## config.mk

```make
export PLATFORM = sky130hd
export DESIGN_NAME = three_rotor_substitution_cipher_core
export DESIGN_NICKNAME = d
export VERILOG_FILES = /design/src/rtl/trsc_pkg.sv /design/src/rtl/three_rotor_substitution_cipher_core.sv /design/src/rtl/trsc_rotor_ram.sv /design/src/rtl/trsc_odometer.sv
export SDC_FILE = /design/constraint.sdc
export NUM_CORES = 1
export LEC_CHECK = 0
export BUFFER_PORTS_ARGS = -buffer_cell sky130_fd_sc_hd__buf_2
export CAP_MARGIN = 0
export CORE_ASPECT_RATIO = 0.6
export CORE_UTILIZATION = 60
export CTS_BUF_LIST = sky130_fd_sc_hd__clkbuf_16
export CTS_CLUSTER_DIAMETER = 80
export DETAILED_ROUTE_END_ITERATION = 12
export GPL_ROUTABILITY_DRIVEN = 0
export PLACE_DENSITY = 0.84
export SYNTH_ARGS = -nofsm -noshare
export SYNTH_HDL_FRONTEND = slang
export SYNTH_HIERARCHICAL = 1
export SYNTH_SLANG_ARGS = --single-unit
```

## constraint.sdc

```tcl
create_clock -name clk -period 13.7 [get_ports clk]
set_input_delay 2.74 -clock clk [delete_from_list [all_inputs] [get_ports clk]]
set_output_delay 2.74 -clock clk [all_outputs]
set_load 0.1 [all_outputs]
```

## src/rtl/trsc_pkg.sv

```systemverilog
// Shared constants, types and helpers for the three-rotor substitution cipher.
`default_nettype none
package trsc_pkg;

	localparam int ALPHABET_SIZE = 26;
	localparam int NUM_ROTORS    = 3;

	localparam int CODE_W = 5;
	localparam int SUM_W  = CODE_W + 1;
	localparam int ADDR_W = (ALPHABET_SIZE > 1) ? $clog2(ALPHABET_SIZE) : 1;
	localparam int SEL_W  = 2;
	localparam int CHAR_W = 8;

	localparam logic [CHAR_W-1:0] CHAR_UPPER_A = 8'h41;
	localparam logic [CHAR_W-1:0] CHAR_UPPER_Z = 8'h5A;
	localparam logic [CHAR_W-1:0] CHAR_LOWER_A = 8'h61;
	localparam logic [CHAR_W-1:0] CHAR_LOWER_Z = 8'h7A;

	localparam logic [SEL_W-1:0] SEL_ROTOR0 = 2'd0;
	localparam logic [SEL_W-1:0] SEL_ROTOR1 = 2'd1;
	localparam logic [SEL_W-1:0] SEL_ROTOR2 = 2'd2;

	typedef enum logic {
		CMD_LOAD = 1'b0,
		CMD_CHAR = 1'b1
	} cmd_t;

	typedef logic [CODE_W-1:0] code_t;
	typedef logic [ADDR_W-1:0] addr_t;

	typedef struct packed {
		logic              ld;
		logic [SEL_W-1:0]  sel;
		addr_t             idx;
		code_t             val;
		logic              chr;
		logic              letter;
		logic              upper;
		logic [CHAR_W-1:0] ch;
		code_t             off1;
		code_t             off2;
	} stage_t;

	typedef struct packed {
		code_t off0;
		code_t off1;
		code_t off2;
	} offsets_t;

	function automatic code_t mod_alpha(input logic [SUM_W-1:0] v);
		code_t r;
		r = '0;
		for (int i = 0; i < 2**SUM_W; i++) begin
			if (v == SUM_W'(i))
				r = CODE_W'(i % ALPHABET_SIZE);
		end
		return r;
	endfunction

	function automatic addr_t rotor_addr(input code_t code, input code_t off);
		code_t r;
		r = mod_alpha(SUM_W'(mod_alpha(SUM_W'(code))) + SUM_W'(off));
		return r[ADDR_W-1:0];
	endfunction

endpackage
`default_nettype wire

```

## src/rtl/three_rotor_substitution_cipher_core.sv

```systemverilog
// Top level of the three-rotor substitution cipher core.
//
//  channel  direction  handshake            payload
//  in       to core    in_valid / in_ready  cmd, rotor_select, entry_index,
//                                           entry_value, char_in
//  out      from core  out_valid/out_ready  char_out
//
// One item per cycle sustained. A character goes through three stages, one per
// rotor RAM read, then an output register that drives out_valid.
// Loads travel the same stages and write rotor k in stage k, so reads and writes of
// each table stay in transfer order. Loads give no result.
// Reset clears the offsets and the stage valids; table contents are undefined.
// The pipe stalls only when a character reaches the last stage while out is held.
`default_nettype none
module three_rotor_substitution_cipher_core (
	input  wire logic                          clk,
	input  wire logic                          arst_n,
	input  wire logic                          in_valid,
	output logic                               in_ready,
	input  wire logic                          cmd,
	input  wire logic [trsc_pkg::SEL_W-1:0]    rotor_select,
	input  wire logic [4:0]                    entry_index,
	input  wire logic [trsc_pkg::CODE_W-1:0]   entry_value,
	input  wire logic [trsc_pkg::CHAR_W-1:0]   char_in,
	output logic                               out_valid,
	input  wire logic                          out_ready,
	output logic [trsc_pkg::CHAR_W-1:0]        char_out
);
	import trsc_pkg::*;

	logic        adv;
	logic        in_xfer;
	logic        upper_in, lower_in, ld_ok;
	logic [CHAR_W-1:0] lcode;
	stage_t      st_s0;
	addr_t       addr0, addr1, addr2;
	code_t       rd0, rd1, rd2;
	offsets_t    offs;

	stage_t      st_s1, st_s2, st_s3;
	logic        v_s1, v_s2, v_s3;
	logic        out_valid_q;
	logic [CHAR_W-1:0] char_q;
	code_t       code_fin;
	logic [CHAR_W-1:0] char_fin;

	assign adv      = !(v_s3 && st_s3.chr && out_valid_q && !out_ready);
	assign in_ready = adv;
	assign in_xfer  = in_valid && in_ready;

	// stage 0: decode, rotor 0 address
	always_comb begin
		upper_in = (char_in >= CHAR_UPPER_A) && (char_in <= CHAR_UPPER_Z);
		lower_in = (char_in >= CHAR_LOWER_A) && (char_in <= CHAR_LOWER_Z);
		lcode    = upper_in ? (char_in - CHAR_UPPER_A) : (char_in - CHAR_LOWER_A);
		ld_ok    = (cmd == CMD_LOAD) && (rotor_select < SEL_W'(NUM_ROTORS))
			&& (entry_index < 5'(ALPHABET_SIZE));
		st_s0.ld     = ld_ok;
		st_s0.sel    = rotor_select;
		st_s0.idx    = entry_index[ADDR_W-1:0];
		st_s0.val    = entry_value;
		st_s0.chr    = (cmd == CMD_CHAR);
		st_s0.letter = upper_in || lower_in;
		st_s0.upper  = upper_in;
		st_s0.ch     = char_in;
		st_s0.off1   = offs.off1;
		st_s0.off2   = offs.off2;
		addr0 = rotor_addr(mod_alpha(lcode[SUM_W-1:0]), offs.off0);
	end

	trsc_odometer u_odo (
		.clk   (clk),
		.arst_n(arst_n),
		.clr   (in_xfer && ld_ok),
		.step  (in_xfer && (cmd == CMD_CHAR) && (upper_in || lower_in)),
		.offs  (offs)
	);

	trsc_rotor_ram u_rot0 (
		.clk  (clk),
		.en   (adv),
		.we   (in_xfer && ld_ok && (rotor_select == SEL_ROTOR0)),
		.waddr(st_s0.idx),
		.wdata(st_s0.val),
		.raddr(addr0),
		.rdata(rd0)
	);

	assign addr1 = rotor_addr(rd0, st_s1.off1);

	trsc_rotor_ram u_rot1 (
		.clk  (clk),
		.en   (adv),
		.we   (adv && v_s1 && st_s1.ld && (st_s1.sel == SEL_ROTOR1)),
		.waddr(st_s1.idx),
		.wdata(st_s1.val),
		.raddr(addr1),
		.rdata(rd1)
	);

	assign addr2 = rotor_addr(rd1, st_s2.off2);

	trsc_rotor_ram u_rot2 (
		.clk  (clk),
		.en   (adv),
		.we   (adv && v_s2 && st_s2.ld && (st_s2.sel == SEL_ROTOR2)),
		.waddr(st_s2.idx),
		.wdata(st_s2.val),
		.raddr(addr2),
		.rdata(rd2)
	);

	always_ff @(posedge clk or negedge arst_n) begin
		if (!arst_n) begin
			v_s1 <= 1'b0;
			v_s2 <= 1'b0;
			v_s3 <= 1'b0;
		end else if (adv) begin
			v_s1 <= in_xfer && (ld_ok || (cmd == CMD_CHAR));
			v_s2 <= v_s1;
			v_s3 <= v_s2;
		end
	end

	always_ff @(posedge clk) begin
		if (adv) begin
			st_s1 <= st_s0;
			st_s2 <= st_s1;
			st_s3 <= st_s2;
		end
	end

	// stage 3: final letter
	always_comb begin
		code_fin = mod_alpha(SUM_W'(rd2));
		if (st_s3.letter)
			char_fin = (st_s3.upper ? CHAR_UPPER_A : CHAR_LOWER_A) + CHAR_W'(code_fin);
		else
			char_fin = st_s3.ch;
	end

	always_ff @(posedge clk or negedge arst_n) begin
		if (!arst_n) begin
			out_valid_q <= 1'b0;
		end else if (v_s3 && st_s3.chr && adv) begin
			out_valid_q <= 1'b1;
		end else if (out_ready) begin
			out_valid_q <= 1'b0;
		end
	end

	always_ff @(posedge clk) begin
		if (v_s3 && st_s3.chr && adv)
			char_q <= char_fin;
	end

	assign out_valid = out_valid_q;
	assign char_out  = char_q;

	a_offs_range: assert property (@(posedge clk) disable iff (!arst_n)
		(offs.off0 < CODE_W'(ALPHABET_SIZE)) && (offs.off1 < CODE_W'(ALPHABET_SIZE))
		&& (offs.off2 < CODE_W'(ALPHABET_SIZE)))
		else $error("rotor offset out of range");

	a_load_clears: assert property (@(posedge clk) disable iff (!arst_n)
		(in_xfer && ld_ok) |=> (offs == '0))
		else $error("table load did not clear offsets");

	a_stall_blocks: assert property (@(posedge clk) disable iff (!arst_n)
		(v_s3 && st_s3.chr && out_valid && !out_ready) |-> !in_ready)
		else $error("transfer taken while last stage is blocked");

	a_no_lost_result: assert property (@(posedge clk) disable iff (!arst_n)
		(out_valid && !out_ready) |=> out_valid)
		else $error("pending result dropped");

endmodule
`default_nettype wire

```

## src/rtl/trsc_rotor_ram.sv

```systemverilog
// One rotor table: synchronous RAM, one write and one registered read port.
`default_nettype none
module trsc_rotor_ram (
	input  wire logic            clk,
	input  wire logic            en,
	input  wire logic            we,
	input  wire trsc_pkg::addr_t waddr,
	input  wire trsc_pkg::code_t wdata,
	input  wire trsc_pkg::addr_t raddr,
	output trsc_pkg::code_t      rdata
);
	import trsc_pkg::*;

	code_t mem [ALPHABET_SIZE];
	code_t rdata_q;

	// read-first: a same-cycle write to raddr is seen by the next read only
	always_ff @(posedge clk) begin
		if (en) begin
			if (we)
				mem[waddr] <= wdata;
			rdata_q <= mem[raddr];
		end
	end

	assign rdata = rdata_q;

endmodule
`default_nettype wire

```

## src/rtl/trsc_odometer.sv

```systemverilog
// Rotor offset counters, stepped like an odometer and cleared by table loads.
`default_nettype none
module trsc_odometer (
	input  wire logic           clk,
	input  wire logic           arst_n,
	input  wire logic           clr,
	input  wire logic           step,
	output trsc_pkg::offsets_t  offs
);
	import trsc_pkg::*;

	localparam code_t LAST = CODE_W'(ALPHABET_SIZE - 1);

	offsets_t offs_q;

	always_ff @(posedge clk or negedge arst_n) begin
		if (!arst_n) begin
			offs_q <= '0;
		end else if (clr) begin
			offs_q <= '0;
		end else if (step) begin
			if (offs_q.off0 >= LAST) begin
				offs_q.off0 <= '0;
				if (offs_q.off1 >= LAST) begin
					offs_q.off1 <= '0;
					if (offs_q.off2 >= LAST)
						offs_q.off2 <= '0;
					else
						offs_q.off2 <= offs_q.off2 + 1'b1;
				end else begin
					offs_q.off1 <= offs_q.off1 + 1'b1;
				end
			end else begin
				offs_q.off0 <= offs_q.off0 + 1'b1;
			end
		end
	end

	assign offs = offs_q;

endmodule
`default_nettype wire

```

==> results_dict.tcl <==
set metrics [dict create \
    drtAntennaViolNets 0 \
    fp.dieH_um 150 \
    p_int_w 0.00316 \
    track_usage 0.257 \
    final_nets 1528 \
    hold_viol 0 \
    clock-root-buffer "clkbuf_16" \
    synthCells 1448 \
    tns_ns 0 \
    syn_area_um2 21800 \
    overflow 0 \
    grt_pass1_vias 12400 \
    setup_viol 0 \
    ys_ff_latch 506 \
    layout-drive-gt1-share 0.105 \
    path_clk_slew_ns 0.07 \
    design.core.area_um2 35300 \
    cap_violations 0 \
    clock.fmax_ghz 0.131 \
    tightest_slew_ns 1.11 \
    maxSlewHeadroom 0.250 \
    power.density_nw_per_um2 211 \
    cts_buffers 43 \
    hold_path.startpoint "st_s2[18]" \
    power_leakage_nw 8.14 \
    r2r_end "u_rot2/rdata[4]" \
    period_minus_slack_ns 7.65 \
    cts_resized 0 \
    p_switching_w 0.00181 \
    synth_edf_count 487 \
    p_clk_frac 0.230 \
    numClockSinks 506 \
    hold_depth 0 \
    cts.path.max_buffers 3 \
    synth_area_per_cell_um2 15.0 \
    critPathCapture "u_rot0/rdata[1]" \
    vdd_ir_drop_max_v 0.000139 \
    async_reset_ff_frac 0.0375 \
    final_core_util 0.667 \
    rr_worst_depth 14 \
    antenna_found_initial 2 \
    drc 0 \
    grt_pass1_wl_mm 71.4 \
    seq_area_frac_synth 0.694 \
    post_cts_buffers 0 \
    vias 12800 \
    yosysWarnings 6 \
    layout_commonest_cell "edfxtp_1" \
    totalPowerFinal_w 0.00497 \
    end_kind "flop" \
    dp_hpwl_mm 30.8 \
    seqPwrFrac 0.373 \
    timing.rr.start "u_rot1/rdata[3]" \
    worstSetupPathType "primary input to flop" \
    wirelength_mm 46.9 \
    ctsHoldBuffers 0 \
    layout_common_cells "edfxtp_1 (487), mux2i_1 (139), nor2_1 (126), nand2_1 (102), a21oi_1 (67)" \
    drv_slew 0 \
    firstDrtPassIters 6 \
    path_max_fanout 34 \
    worstPathArrival_ns 7.95 \
    drt_iter0_drc 1607 \
    outcome "finished, final reports clean" \
    drt-wirelength-per-cell_um 23.7 \
    post-route-period-util 0.559 \
    crit_required_ns 13.99 \
    port_buffers 34 \
    htree_levels 2 \
    die_area_um2 37100 \
    crit_start "char_in[4]" \
    p_comb_frac 0.397 \
    switching_share 0.365 \
    io_pins 35 \
    synth.distinct_cells 76 \
    clkLatencyLatePin_ns 0.56 \
    via_per_inst 6.48 \
    finClkSkew_ns 0.0160 \
    fin_hold_ws_ns 0.421 \
    rrSetupSlack_ns 9.00 \
    die-width_um 248 \
    synth_nets 1498 \
    cts_tree "built" \
    start_util 0.616 \
    critPathLaunchType "primary input" \
    grt_max_degree 62 \
    timing.hold.worst.class "flop to flop" \
    synth_flop_cell "edfxtp_1" \
    fp-row-count 53 \
    rsz0062_at_grt "no" \
    syn_to_final_growth_pct 8.43 \
]
## kinds of logic after synthesis
family	Yosys count	share of synthesized area
compound gates	212	0.0640
xor+xnor	19	0.00765
fa+ha+maj	26	0.0159
buf+inv	79	0.0185
flops	506	0.694
mux	186	0.106
simple gates	420	0.0940
## worst max-delay path, stage by stage
cell and delay [ns]:
buf_2 0.34, and2_4 0.26, a21oi_2 0.07, or2_1 0.33
a32oi_2 0.27, o21ai_1 0.10, or4_1 0.57, ha_1 0.36
a21o_1 0.17, a21oi_1 0.40, nor3b_1 0.11, a21oi_1 0.40
o211ai_1 0.23, o31ai_4 0.12, buf_4 0.47, mux4_2 0.39
mux2_2 0.28, o211ai_1 0.16, nand3_1 0.11
## routing by layer
metal  GRT usage  vias up  share of wire
met3      0.0692      101           0.11
li1            -     5679              -
met1       0.387     6289           0.44
met2       0.372      748           0.44
met5           0        -        0.00026
met4      0.0647        2          0.021
## power groups by stage
stage	registers, W	clock network [W]	logic [W]
after floorplan	0.00187	0	0.00143
after global placement	0.00188	0	0.00185
after detailed placement	0.00189	0	0.00191
after CTS	0.00185	0.00116	0.00193
after global routing	0.00186	0.00122	0.00212
final	0.00185	0.00114	0.00197
## sequential cells by signal, summed over array words and instances (netlist names)
| name | count |
|---|---|
| v_s2 | 1 |
| u_rot2/rdata | 5 |
| char_out | 8 |
| u_rot1/mem | 130 |
| u_rot2/mem | 130 |
| u_rot1/rdata | 5 |
| st_s2 | 29 |
| v_s3 | 1 |
| u_rot0/mem | 130 |
| v_s1 | 1 |
| st_s1 | 34 |
| u_rot0/rdata | 5 |
| out_valid | 1 |
| st_s3 | 11 |
| u_odo/offs | 15 |
## area by class of cell
cell class / instances / area [um^2]
repair buffers: 46 / 260
multi-input cells: 863 / 6300
well taps: 467 / 584
flip-flops and latches: 506 / 15100
diodes: 1 / 2.50
fillers: 2310 / 11800
inverters: 18 / 70.1
clock inverters: 33 / 199
clock buffers: 43 / 1080
## metrics by stage
stage / setup WS [ns] / std cells / instance area, um^2
final: 6.05 / 1977 / 23600
after global routing: 5.84 / 1976 / 23600
after CTS: 6.20 / 1976 / 23600
after detailed placement: 5.63 / 1900 / 22300
after global placement: 5.96 / 1900 / 22300
after floorplan: 5.53 / 1448 / 21800
## synth_stat cells, types with 6 or more instances
| cell | count | area, um^2 |
|---|---|---|
| nand4_1 | 22 | 138 |
| o211ai_1 | 18 | 135 |
| mux4_2 | 18 | 405 |
| o21a_1 | 7 | 52.6 |
| or3_1 | 8 | 50.1 |
| xor2_1 | 12 | 105 |
| a21o_1 | 12 | 90.1 |
| nand3b_1 | 12 | 90.1 |
| mux2_2 | 17 | 191 |
| nor3_1 | 10 | 50.1 |
| mux2i_1 | 139 | 1390 |
| clkbuf_1 | 29 | 109 |
| mux4_1 | 12 | 315 |
| nand2b_1 | 10 | 62.6 |
| nor2b_1 | 18 | 113 |
| dfrtp_1 | 19 | 475 |
| inv_1 | 17 | 63.8 |
| nand4b_1 | 8 | 70.1 |
| nand2_1 | 102 | 383 |
| edfxtp_1 | 487 | 14600 |
| a21oi_1 | 67 | 335 |
| nor2_1 | 126 | 473 |
| a31oi_1 | 7 | 43.8 |
| nand3_1 | 64 | 320 |
| a22oi_1 | 17 | 128 |
| xnor2_1 | 7 | 61.3 |
| ha_1 | 22 | 275 |
| buf_2 | 22 | 110 |
| or3b_1 | 6 | 52.6 |
| or2_2 | 7 | 43.8 |
| o21ai_0 | 33 | 165 |
## how the worst min path moves through the flow
| stage | end | slack [ns] |
|---|---|---|
| final | st_s3[18] | 0.42 |
| after global placement | st_s3[18] | 0.40 |
| after global routing | st_s3[12] | 0.42 |
| after floorplan | st_s2[0] | 0.40 |
| after CTS | st_s3[20] | 0.42 |
| after detailed placement | st_s3[12] | 0.40 |
(Power assumes the default switching activity.)
